==> config.mk <==
export PLATFORM = sky130hd
export DESIGN_NAME = sha256_stream_hasher_flat
export DESIGN_NICKNAME = d
export VERILOG_FILES = /design/src/hw/rtl/sha_pkg.sv /design/src/hw/rtl/sha_if.sv /design/src/hw/rtl/sha_round.sv /design/src/hw/rtl/sha256_stream_hasher.sv /design/src/flat_wrapper.sv
export SDC_FILE = /design/constraint.sdc
export NUM_CORES = 2
export LEC_CHECK = 0
export BUFFER_PORTS_ARGS = -buffer_cell sky130_fd_sc_hd__buf_2
export CAP_MARGIN = 20
export CORE_MARGIN = 2
export CORE_UTILIZATION = 28
export CTS_CLUSTER_SIZE = 30
export DETAILED_ROUTE_END_ITERATION = 7
export PLACE_DENSITY = 0.41
export SLEW_MARGIN = 20
export SYNTH_ARGS = -nofsm -noshare
export SYNTH_HDL_FRONTEND = slang
export SYNTH_SLANG_ARGS = --single-unit
==> constraint.sdc <==
create_clock -name i_clk -period 24.5 [get_ports i_clk]
set_input_delay 4.9 -clock i_clk [delete_from_list [all_inputs] [get_ports i_clk]]
set_output_delay 4.9 -clock i_clk [all_outputs]
set_load 0.02 [all_outputs]
==> src/hw/rtl/sha_pkg.sv <==
// ----------------------------------------------------------------------------
// SHA-256 package
// Shared types and constants of the SHA-256 stream hasher.
// ----------------------------------------------------------------------------
package sha_pkg;

    typedef enum logic [2:0] {
        ST_IDLE,
        ST_PAD,
        ST_START,
        ST_ROUND,
        ST_ADD,
        ST_OUT
    } t_state;

    typedef struct packed {
        logic start;
        logic done;
    } t_rnd_ctl;

    localparam logic [7:0] PAD_BYTE = 8'h80;

    localparam logic [31:0] IV [8] = '{
        32'h6a09e667, 32'hbb67ae85, 32'h3c6ef372, 32'ha54ff53a,
        32'h510e527f, 32'h9b05688c, 32'h1f83d9ab, 32'h5be0cd19
    };

    localparam logic [31:0] K [64] = '{
        32'h428a2f98, 32'h71374491, 32'hb5c0fbcf, 32'he9b5dba5,
        32'h3956c25b, 32'h59f111f1, 32'h923f82a4, 32'hab1c5ed5,
        32'hd807aa98, 32'h12835b01, 32'h243185be, 32'h550c7dc3,
        32'h72be5d74, 32'h80deb1fe, 32'h9bdc06a7, 32'hc19bf174,
        32'he49b69c1, 32'hefbe4786, 32'h0fc19dc6, 32'h240ca1cc,
        32'h2de92c6f, 32'h4a7484aa, 32'h5cb0a9dc, 32'h76f988da,
        32'h983e5152, 32'ha831c66d, 32'hb00327c8, 32'hbf597fc7,
        32'hc6e00bf3, 32'hd5a79147, 32'h06ca6351, 32'h14292967,
        32'h27b70a85, 32'h2e1b2138, 32'h4d2c6dfc, 32'h53380d13,
        32'h650a7354, 32'h766a0abb, 32'h81c2c92e, 32'h92722c85,
        32'ha2bfe8a1, 32'ha81a664b, 32'hc24b8b70, 32'hc76c51a3,
        32'hd192e819, 32'hd6990624, 32'hf40e3585, 32'h106aa070,
        32'h19a4c116, 32'h1e376c08, 32'h2748774c, 32'h34b0bcb5,
        32'h391c0cb3, 32'h4ed8aa4a, 32'h5b9cca4f, 32'h682e6ff3,
        32'h748f82ee, 32'h78a5636f, 32'h84c87814, 32'h8cc70208,
        32'h90befffa, 32'ha4506ceb, 32'hbef9a3f7, 32'hc67178f2
    };

    function automatic logic [31:0] rotr(input logic [31:0] x, input int n);
        rotr = (x >> n) | (x << (32 - n));
    endfunction

endpackage

==> src/hw/rtl/sha_if.sv <==
// ----------------------------------------------------------------------------
// SHA-256 stream interfaces
// Valid/ready channels for input bytes and digest words.
// ----------------------------------------------------------------------------
interface sha_in_if;
    logic       valid;
    logic       ready;
    logic [7:0] data_byte;
    logic       byte_present;
    logic       end_of_message;
    modport source (output valid, data_byte, byte_present, end_of_message, input ready);
    modport sink   (input valid, data_byte, byte_present, end_of_message, output ready);
endinterface

interface sha_out_if;
    logic        valid;
    logic        ready;
    logic [31:0] digest_word;
    logic [2:0]  word_position;
    logic        last_word;
    modport source (output valid, digest_word, word_position, last_word, input ready);
    modport sink   (input valid, digest_word, word_position, last_word, output ready);
endinterface

==> src/hw/rtl/sha_round.sv <==
// ----------------------------------------------------------------------------
// SHA-256 round engine
// One compression round per cycle with a rolling 16-word schedule.
// ----------------------------------------------------------------------------
module sha_round (
    input  logic             i_clk,
    input  logic             i_rst_n,
    input  sha_pkg::t_rnd_ctl i_ctl,
    input  logic [31:0]      i_chain [8],
    input  logic [31:0]      i_block [16],
    output logic             o_done,
    output logic [31:0]      o_work [8]
);
    import sha_pkg::*;

    logic        r_busy;
    logic [5:0]  r_round;
    logic [31:0] r_w [16];
    logic [31:0] r_v [8];
    logic [31:0] w_new, w_cur, s1, ch, t1, s0, mj;

    // Window holds W[t..t+15] at round t; next word is computed from it.
    always_comb begin
        w_cur = r_w[0];
        w_new = (rotr(r_w[14], 17) ^ rotr(r_w[14], 19) ^ (r_w[14] >> 10)) + r_w[9]
              + (rotr(r_w[1], 7) ^ rotr(r_w[1], 18) ^ (r_w[1] >> 3)) + r_w[0];
        s1 = rotr(r_v[4], 6) ^ rotr(r_v[4], 11) ^ rotr(r_v[4], 25);
        ch = (r_v[4] & r_v[5]) ^ (~r_v[4] & r_v[6]);
        t1 = r_v[7] + s1 + ch + K[r_round] + w_cur;
        s0 = rotr(r_v[0], 2) ^ rotr(r_v[0], 13) ^ rotr(r_v[0], 22);
        mj = (r_v[0] & r_v[1]) ^ (r_v[0] & r_v[2]) ^ (r_v[1] & r_v[2]);
    end

    always_ff @(posedge i_clk) begin
        if (!i_rst_n) begin
            r_busy  <= 1'b0;
            r_round <= '0;
        end else if (i_ctl.start) begin
            r_busy  <= 1'b1;
            r_round <= '0;
        end else if (r_busy) begin
            r_round <= r_round + 6'd1;
            if (r_round == 6'd63) begin
                r_busy <= 1'b0;
            end
        end
    end

    always_ff @(posedge i_clk) begin
        if (i_ctl.start) begin
            r_w <= i_block;
            r_v <= i_chain;
        end else if (r_busy) begin
            for (int i = 0; i < 15; i++) r_w[i] <= r_w[i+1];
            r_w[15] <= w_new;
            r_v[7] <= r_v[6];
            r_v[6] <= r_v[5];
            r_v[5] <= r_v[4];
            r_v[4] <= r_v[3] + t1;
            r_v[3] <= r_v[2];
            r_v[2] <= r_v[1];
            r_v[1] <= r_v[0];
            r_v[0] <= t1 + s0 + mj;
        end
    end

    assign o_done = r_busy && (r_round == 6'd63);
    assign o_work = r_v;

    a_start_idle: assert property (@(posedge i_clk) disable iff (!i_rst_n)
        i_ctl.start |-> !r_busy) else $error("round start while busy");
    a_done_clears: assert property (@(posedge i_clk) disable iff (!i_rst_n)
        o_done |=> !r_busy) else $error("engine still busy after last round");
    a_round_idle: assert property (@(posedge i_clk) disable iff (!i_rst_n)
        !r_busy |-> r_round == 6'd0) else $error("round count nonzero when idle");
endmodule

==> src/hw/rtl/sha256_stream_hasher.sv <==
// A byte that does not fill a block is taken in ST_IDLE; a full block adds a
// start state, the round pass of ST_ROUND and a fold into the chaining value in
// ST_ADD. End of message: a pad state, then one or two final compressions,
// then 8 digest transfers, one per cycle when the output is ready.
// Throughput is set by the single shared round engine: 64 rounds per 64 bytes.
// Reset (synchronous, active low) restores the initial hash and a zero count.
// ----------------------------------------------------------------------------
// SHA-256 stream hasher
// Absorbs a byte stream, pads at message end and emits the 256-bit digest.
// ----------------------------------------------------------------------------
module sha256_stream_hasher (
    input  logic i_clk,
    input  logic i_rst_n,
    sha_in_if.sink    in_s,
    sha_out_if.source out_s
);
    import sha_pkg::*;

    t_state      r_state, n_state;
    logic [31:0] r_chain [8];
    logic [31:0] r_block [16];
    logic [60:0] r_count;
    // Set from padding until the digest is out; r_more marks a second (length) block.
    logic        r_final;
    logic        r_more;
    logic [2:0]  r_opos;
    // A pending end of message after a filling byte goes to padding next.
    logic        r_eom_wait;
    logic        done;
    logic [31:0] work [8];
    t_rnd_ctl    ctl;
    logic        acc;
    logic [5:0]  pos;
    logic        fills;
    logic [63:0] bits;

    assign acc   = in_s.valid && in_s.ready;
    assign pos   = r_count[5:0];
    assign fills = in_s.byte_present && (pos == 6'd63);
    assign bits  = {r_count, 3'b000};

    sha_round u_round (
        .i_clk   (i_clk),
        .i_rst_n (i_rst_n),
        .i_ctl   (ctl),
        .i_chain (r_chain),
        .i_block (r_block),
        .o_done  (done),
        .o_work  (work)
    );

    // Next state. The engine is always started from ST_START, in the cycle after
    // the block buffer and the chaining value have settled.
    always_comb begin
        n_state = r_state;
        unique case (r_state)
            ST_IDLE: begin
                if (acc && fills) n_state = ST_START;
                else if (acc && in_s.end_of_message) n_state = ST_PAD;
            end
            ST_PAD:   n_state = ST_START;
            ST_START: n_state = ST_ROUND;
            ST_ROUND: if (done) n_state = ST_ADD;
            ST_ADD: begin
                if (r_more) n_state = ST_START;
                else if (r_final) n_state = ST_OUT;
                else if (r_eom_wait) n_state = ST_PAD;
                else n_state = ST_IDLE;
            end
            ST_OUT: if (out_s.ready && r_opos == 3'd7) n_state = ST_IDLE;
            default: n_state = ST_IDLE;
        endcase
    end

    // Outputs.
    always_comb begin
        in_s.ready = 1'b0;
        out_s.valid = 1'b0;
        ctl.start = 1'b0;
        ctl.done = done;
        unique case (r_state)
            ST_IDLE:  in_s.ready = 1'b1;
            ST_START: ctl.start = 1'b1;
            ST_OUT:   out_s.valid = 1'b1;
            default: ;
        endcase
    end

    assign out_s.digest_word   = r_chain[r_opos];
    assign out_s.word_position = r_opos;
    assign out_s.last_word     = (r_opos == 3'd7);

    always_ff @(posedge i_clk) begin
        if (!i_rst_n) begin
            r_state <= ST_IDLE;
            r_chain <= IV;
            r_count <= '0;
            r_final <= 1'b0;
            r_more  <= 1'b0;
            r_opos  <= '0;
        end else begin
            r_state <= n_state;
            unique case (r_state)
                ST_IDLE: begin
                    if (acc) begin
                        if (in_s.byte_present) r_count <= r_count + 61'd1;
                        // A byte that fills the block with end of message still
                        // needs the padding pass after this compression.
                        if (fills && in_s.end_of_message) begin
                            r_more  <= 1'b0;
                            r_final <= 1'b0;
                        end
                    end
                end
                ST_PAD: begin
                    r_final <= 1'b1;
                    r_more  <= (pos > 6'd55);
                end
                ST_ADD: begin
                    for (int i = 0; i < 8; i++) r_chain[i] <= r_chain[i] + work[i];
                    r_more <= 1'b0;
                end
                ST_OUT: begin
                    if (out_s.ready) begin
                        r_opos <= r_opos + 3'd1;
                        if (r_opos == 3'd7) begin
                            r_chain <= IV;
                            r_count <= '0;
                            r_final <= 1'b0;
                        end
                    end
                end
                default: ;
            endcase
        end
    end

    always_ff @(posedge i_clk) begin
        if (!i_rst_n) begin
            r_eom_wait <= 1'b0;
        end else if (r_state == ST_IDLE && acc && fills) begin
            r_eom_wait <= in_s.end_of_message;
        end else if (r_state == ST_PAD) begin
            r_eom_wait <= 1'b0;
        end
    end

    // Block buffer: byte writes, padding fill and second-block length fill.
    always_ff @(posedge i_clk) begin
        if (r_state == ST_IDLE && acc && in_s.byte_present) begin
            r_block[pos[5:2]][8*(3-pos[1:0]) +: 8] <= in_s.data_byte;
        end else if (r_state == ST_PAD) begin
            for (int b = 0; b < 64; b++) begin
                if (b[5:0] == pos) r_block[b/4][8*(3-b%4) +: 8] <= PAD_BYTE;
                else if (b[5:0] > pos) begin
                    if (b >= 56 && pos <= 6'd55)
                        r_block[b/4][8*(3-b%4) +: 8] <= bits[8*(63-b) +: 8];
                    else
                        r_block[b/4][8*(3-b%4) +: 8] <= 8'h00;
                end
            end
        end else if (r_state == ST_ADD && r_more) begin
            for (int j = 0; j < 14; j++) r_block[j] <= '0;
            r_block[14] <= bits[63:32];
            r_block[15] <= bits[31:0];
        end
    end

    a_out_only_final: assert property (@(posedge i_clk) disable iff (!i_rst_n)
        out_s.valid |-> r_final) else $error("digest shown before final block");
    a_no_in_busy: assert property (@(posedge i_clk) disable iff (!i_rst_n)
        in_s.ready |-> !out_s.valid) else $error("input ready while emitting");
    a_last_wraps: assert property (@(posedge i_clk) disable iff (!i_rst_n)
        (out_s.valid && out_s.ready && out_s.last_word) |=> r_state == ST_IDLE)
        else $error("no return to idle after digest");
endmodule

==> src/flat_wrapper.sv <==
// flat-port wrapper written by rule: the top's interface ports become plain ports
module sha256_stream_hasher_flat import sha_pkg::*;
  (i_clk, i_rst_n, in_s_valid, in_s_data_byte, in_s_byte_present, in_s_end_of_message, in_s_ready, out_s_valid, out_s_digest_word, out_s_word_position, out_s_last_word, out_s_ready);
  sha_in_if in_s_i ();
  sha_out_if out_s_i ();
  input  logic i_clk;
  input  logic i_rst_n;
  input wire logic [$bits(in_s_i.valid)-1:0] in_s_valid;
  input wire logic [$bits(in_s_i.data_byte)-1:0] in_s_data_byte;
  input wire logic [$bits(in_s_i.byte_present)-1:0] in_s_byte_present;
  input wire logic [$bits(in_s_i.end_of_message)-1:0] in_s_end_of_message;
  output wire logic [$bits(in_s_i.ready)-1:0] in_s_ready;
  output wire logic [$bits(out_s_i.valid)-1:0] out_s_valid;
  output wire logic [$bits(out_s_i.digest_word)-1:0] out_s_digest_word;
  output wire logic [$bits(out_s_i.word_position)-1:0] out_s_word_position;
  output wire logic [$bits(out_s_i.last_word)-1:0] out_s_last_word;
  input wire logic [$bits(out_s_i.ready)-1:0] out_s_ready;
  assign in_s_i.valid = in_s_valid;
  assign in_s_i.data_byte = in_s_data_byte;
  assign in_s_i.byte_present = in_s_byte_present;
  assign in_s_i.end_of_message = in_s_end_of_message;
  assign in_s_ready = in_s_i.ready;
  assign out_s_valid = out_s_i.valid;
  assign out_s_digest_word = out_s_i.digest_word;
  assign out_s_word_position = out_s_i.word_position;
  assign out_s_last_word = out_s_i.last_word;
  assign out_s_i.ready = out_s_ready;
  sha256_stream_hasher u_core (.i_clk(i_clk), .i_rst_n(i_rst_n), .in_s(in_s_i), .out_s(out_s_i));
endmodule
After elaboration in Yosys (flattened, before gate mapping)
Memory sizes are Yosys's and may differ from the RTL's.
Index checks and enable logic that the tools add are counted.
{"block": "op_classes", "add_sub_neg": 23, "mul": 0, "div": 0, "order_cmp": 70, "eq_ne": 143, "shift": 2, "muxes": 181, "n_bitwise": 31, "n_reduce_logical": 92}
{"operator": "$mux W512", "n": 5}
{"operator": "$mux W8", "n": 136}
{"operator": "$mux W256", "n": 4}
{"operator": "$add A32 B32 Y32", "n": 18}
{"operator": "$bwmux W512", "n": 1}
{"operator": "$pmux W256 S2", "n": 1}
{"operator": "$xor A32 B32 Y32", "n": 9}
{"operator": "$ne A4 B4 Y1 const B", "n": 64}
{"operator": "$mux W61", "n": 4}
{"operator": "$eq A6 B6 Y1 const A", "n": 32}
{"operator": "$gt A6 B6 Y1 const A", "n": 32}
{"operator": "$and A32 B32 Y32", "n": 5}
{"operator": "$mux W32", "n": 5}
{"operator": "$reduce_and A2 Y1", "n": 65}
{"operator": "$demux W32 S4", "n": 1}
{"operator": "$pmux W61 S2", "n": 1}
{"operator": "$bmux W32 S3", "n": 1}
{"operator": "$eq A5 B6 Y1 const A", "n": 16}
{"operator": "$gt A5 B6 Y1 const A", "n": 16}
{"operator": "$add A61 B1 Y61 const B", "n": 1}
{"operator": "$eq A4 B6 Y1 const A", "n": 8}
{"operator": "$gt A4 B6 Y1 const A", "n": 8}
{"operator": "$neg A32 Y34", "n": 1}
{"operator": "$shift A8 B34 Y32 const A", "n": 1}
{"operator": "other kinds (52)", "n": 107}
{"block": "totals", "reg_bits": 1613, "latchBits": 0, "mem_bits_rw": 0, "rom_bits": 2048, "mem_count": 1}
{"memory": "(name not given)", "depth": 64, "width": 32, "read_ports": 1, "rd_ports_with_merged_regs": 0, "write_ports": 0, "line_no": "sha_round.sv:29", "text": "t1 = r_v[7] + s1 + ch + K[r_round] + w_cur;"}

Logic depth before layout (Yosys ltp)
{"block": "logic_depth", "word_depth": 11, "ltp_mapped": 36}

By module
From an unflattened synthesis, not the netlist that was laid out.
{"block": "unflattened", "cells_unflattened": 8782, "area_unflattened_um2": 96912.9}
{"module": "sha_round", "n_inst": 1, "cells_per_inst": 3964, "area_each_um2": 48808.1, "seq_area_each_um2": 23202.3}
{"module": "sha256_stream_hasher", "n_inst": 1, "cells_per_inst": 4818, "area_each_um2": 48104.9, "seq_area_each_um2": 21901.0}

Worst setup path before layout
Ideal clock, no wire load.
{"block": "synth_path", "path_type": "reg2reg", "start": "reg u_core.u_round.r_busy", "end": "reg u_core.u_round.r_v (netlist bit u_core.u_round.o_work[0]) (enable)", "setup_time_ps": 1278, "arrival_time_ps": 18778, "setup_slack_ps": 4444, "stages_incl_launch_ff": 3, "n_path_buf": 1, "cell_sequence": "dfxtp_1 clkbuf_1 nand2b_1"}
{"block": "synth_via", "elab_chain_cells": 1}
{"element": "start: declaration", "line_no": "sha_round.sv:16", "text": "logic r_busy;"}
{"element": "start signal: assignment", "line_no": "sha_round.sv:36", "text": "r_busy <= 1'b0;"}
{"element": "start signal: assignment", "line_no": "sha_round.sv:39", "text": "r_busy <= 1'b1;"}
{"element": "start signal: assignment", "line_no": "sha_round.sv:44", "text": "r_busy <= 1'b0;"}
{"element": "$reduce_bool A2 Y1 (no source line)"}
{"element": "end signal: assignment", "line_no": "sha_round.sv:52", "text": "r_v <= i_chain;"}
{"element": "end: declaration", "line_no": "sha_round.sv:19", "text": "logic [31:0] r_v [8];"}
Every way passes these cells.
A chain may end at the register's enable or synchronous reset.

Worst setup path after layout
{"block": "layout_path", "start": "reg u_core.u_round.r_round[1]", "end": "reg u_core.u_round.r_v (netlist bit u_core.u_round.o_work[253]) (data pin)"}
{"block": "layout_via", "elab_chain_cells": 10}
{"element": "start: declaration", "line_no": "sha_round.sv:17", "text": "logic [5:0] r_round;"}
{"element": "start signal: assignment", "line_no": "sha_round.sv:42", "text": "r_round <= r_round + 6'd1;"}
{"element": "$not A6 Y7 (implied by the code)", "line_no": "sha_round.sv:29"}
{"element": "$mem_v2 Z64 W32"}
{"element": "$mux W32 (implied by the code) (2 in a row)", "line_no": "sha_round.sv:29"}
{"element": "$add A32 B32 Y32 (2 in a row)", "line_no": "sha_round.sv:29"}
{"element": "$add A32 B32 Y32 (2 in a row)", "line_no": "sha_round.sv:63", "text": "r_v[0] <= t1 + s0 + mj;"}
{"element": "$mux W256", "line_no": "sha_round.sv:53", "text": "end else if (r_busy) begin"}
{"element": "$mux W256", "line_no": "sha_round.sv:50", "text": "if (i_ctl.start) begin"}
Every way passes these cells. The select of a mux whose other input is x is not followed.

==> impl_metrics.csv <==
group,metric,value,unit
worst_setup_path,worstSetupPathType,"reg -> reg",
global_routing,overflow,0,
cts,ctsResizeCount,0,
synthesis,netlist_area,96600,sq um
synthesis,post_synth_inst_count,9989,
detailed_routing,antenna_violating_nets_post_route,0,
cts,clock_path_buffers,4,
cts,cts_buffers,204,
synthesis,yosys.area_share.simple,17.1,%
min_path,timing.hold.worst.start,"u_core.u_round.r_w[329]",
sta,finalHoldViolations,0,
synthesis,synth-edff-count,1280,
synthesis,yosys-top-cells-count,"sky130_fd_sc_hd__nand2_1, sky130_fd_sc_hd__edfxtp_1, sky130_fd_sc_hd__nor2_1",
worst_setup_path,timing.critical_path.to_type,"flip-flop",
synthesis,async_flop_share,0,%
detailed_routing,detailroute.via_count,76700,
worst_setup_path,max_stage_delay,0.86,ns
synthesis,post_synth_num_cell_types,115,
worst_setup_path,timing.critical_path.required,25.09,ns
die,design.die.area,350000,sq um
sta,final_max_slew_viol_count,0,
run,cap_viol_max_count,0,
cts,root_buffer,"sky130_fd_sc_hd__clkbuf_16",
sta,min_period,9.86,ns
worst_setup_path,worstReg2RegEnd,"u_core.u_round.o_work[253]",
cts,cts_tree,"built",
worst_setup_path,path_delay_family,"compound AO/OA/AOI/OAI gates",
synthesis,yosysSeqAreaShare,46.7,%
sta,max_slew.worst_pin.slew,1.29,ns
cts,clock_latency_at_the_later_pin_of_the_worst_skew_pair,0.93,ns
worst_setup_path,worst_path_max_delay_cell,"sky130_fd_sc_hd__ha_1",
synthesis,post_synth_xor_area_fraction,5.58,%
sta,fin_setup_tns,0,ns
min_path,hold_path_class,"reg -> reg",
die,placementRows,215,
worst_setup_path,worstRegToRegCells,33,
synthesis,synth-main-ff-cell,"sky130_fd_sc_hd__edfxtp_1",
die,core_region_area,343000,sq um
layout,post_route_cells_drive_above_1_share,7.31,%
worst_setup_path,cp_max_fo,26,
worst_setup_path,worst_ep_arrival_time,10.45,ns
sta,clock.fmax,101,MHz
cts,clock_sinks,1613,
die,i_o_pins,52,
global_routing,grt_max_degree,170,
worst_setup_path,setup.worst_path.start_class,"flip-flop",
die,die-height,591,microns
worst_setup_path,critical_path_buf_inv_count,4,
synthesis,yosys_register_bits,1613,
sta,timing.clock.skew,0.123,ns
cts,cts.htree.levels,4,
die,initial_utilization,28.1,%
global_routing,grtUsageTotal,21.8,%
synthesis,synth_compound_area_share,15.0,%
synthesis,leading_post_synthesis_cells_by_cell_area,"sky130_fd_sc_hd__edfxtp_1, sky130_fd_sc_hd__nand2_1, sky130_fd_sc_hd__dfxtp_1, sky130_fd_sc_hd__ha_1, sky130_fd_sc_hd__fa_1",
synthesis,cell_type_with_the_highest_aggregate_area_in_the_netlist,"sky130_fd_sc_hd__edfxtp_1",
sta,min_period_over_period,40.2,%
global_routing,grt_antenna_before_repair,29,
synthesis,synth.most_common_cell,"sky130_fd_sc_hd__nand2_1",
detailed_routing,wl_per_cell,26.9,microns
synthesis,synth-adder-area-share,9.56,%
global_routing,grt_pass1_vias,74700,
sta,finalSetupViolCount,0,
cts,clkTransAtPathRegs,0.06,ns
die,die_w,591,microns
min_path,hold_path_depth,2,
layout,nets,10400,
placement,gpl.final_weighted_congestion,0.926,
global_routing,grt_first_pass_wirelength,558000,microns
placement,hpwl_detailed,283000,microns
detailed_routing,drtIter0Drc,7328,
synthesis,synth_top_family_by_area,"simple AND/OR/NAND/NOR gates",
synthesis,synth-warning-count,0,
synthesis,yosysTopAreaCellShare,39.8,%
cts,post_cts_repair_setup_buffers,0,
sta,rsz0062_at_grt,"no",
worst_setup_path,r2r_slack,14.64,ns
detailed_routing,first_pass_iters,6,
layout,flow.area_growth_from_synthesis,12.2,%
detailed_routing,drt_wl_total,391000,microns
sta,max-slew-margin-rel,13.1,%
placement,buffer_ports.inserted,51,
min_path,whs_endpoint,"u_core.u_round.r_w[361]",
synthesis,synthesis.nets,10600,
status,result_of_the_run,"complete, no violations",
detailed_routing,vias_per_cell,5.28,
worst_setup_path,regToRegStartpoint,"u_core.u_round.r_round[1]",
synthesis,muxShareOfSynthArea,2.43,%
detailed_routing,drc,0,
cts,cts.hold.buffers_added,0,
synthesis,avgSynthCellArea,9.67,sq um
## routing by layer
metal  GRT usage (%)  share of wire (%)  vias up  wire (microns)
li1                -                  -    34900               -
met2            34.1                 44     2521          173000
met5               0              0.016        -              62
met4            6.13                3.1        8           12000
met3            3.05                6.0      524           23300
met1            31.3                 47    38700          182000
## kinds of logic after synthesis
group                    Yosys count
adder cells (fa/ha/maj)          627
AO/OA/AOI/OAI                   2146
flip-flops                      1613
buffers and inverters            938
multiplexers                     142
XOR/XNOR                         614
AND/OR/NAND/NOR                 3909
## area by class of cell
class | count | area [sq um]
Clock inverter | 101 | 1040
Timing Repair Buffer | 202 | 1530
Antenna cell | 7 | 17.5
Sequential cell | 1613 | 45100
Fill cell | 35800 | 235000
Tap cell | 4557 | 5700
Multi-Input combinational cell | 7438 | 48100
Inverter | 349 | 1310
Clock buffer | 274 | 5520
## placed cells by master, fill, tap and decap left out, types with 105 or more instances in the layout
master / instances
sky130_fd_sc_hd__xor2_1: 198
sky130_fd_sc_hd__a21o_1: 147
sky130_fd_sc_hd__nand2_1: 2519
sky130_fd_sc_hd__ha_1: 402
sky130_fd_sc_hd__nor3_1: 147
sky130_fd_sc_hd__buf_4: 139
sky130_fd_sc_hd__inv_1: 343
sky130_fd_sc_hd__o22a_1: 402
sky130_fd_sc_hd__clkbuf_16: 207
sky130_fd_sc_hd__a21oi_1: 484
sky130_fd_sc_hd__fa_1: 195
sky130_fd_sc_hd__dfxtp_1: 326
sky130_fd_sc_hd__o21ai_0: 489
sky130_fd_sc_hd__xnor2_1: 415
sky130_fd_sc_hd__and3_1: 105
sky130_fd_sc_hd__nor2_1: 557
sky130_fd_sc_hd__nand3_1: 155
sky130_fd_sc_hd__edfxtp_1: 1280
## per-stage QoR
step,instances,instance area (sq um),hold WS [ns],utilization [%],setup WS [ns]
floorplan,9989,96600,0.455,-,4.44
global route,14500,108000,0.461,31.6,14.27
global placement,14200,102000,0.463,29.6,15.03
detailed placement,14200,102000,0.472,29.6,15.02
CTS,14500,108000,0.434,31.5,14.94
finish,14500,108000,0.435,31.6,14.64
## flip-flops by register name (all words and copies together), names as in the netlist, 6 cells and up
name / cells
u_core.u_round.r_w: 480
u_core.u_round.o_work: 256
u_core.u_round.r_round: 6
u_core.r_count: 61
u_core.r_block: 512
u_core.u_round.w_cur: 32
u_core.r_chain: 256
## tightest hold or removal path, stage by stage (launching register included)
cell and delay (ns):
sky130_fd_sc_hd__edfxtp_1 0.31, sky130_fd_sc_hd__nand2_1 0.05, sky130_fd_sc_hd__nand2_1 0.06
## how the worst max path moves through the flow
stage	start	endpoint	slack, ns	depth (start not counted)
global placement	u_core.u_round.r_round[1]	u_core.u_round.o_work[254]	15.03	30
detailed placement	u_core.u_round.r_round[1]	u_core.u_round.o_work[253]	15.02	33
floorplan	u_core.u_round.r_busy	u_core.u_round.o_work[0]	4.44	2
global route	u_core.u_round.r_round[1]	u_core.u_round.o_work[253]	14.27	33
CTS	u_core.u_round.r_round[1]	u_core.u_round.o_work[253]	14.94	33
finish	u_core.u_round.r_round[1]	u_core.u_round.o_work[253]	14.64	33
Power is left out: the tool's default activity adds up to more than one toggle a clock period on the data nets, which glitch-free logic cannot reach.
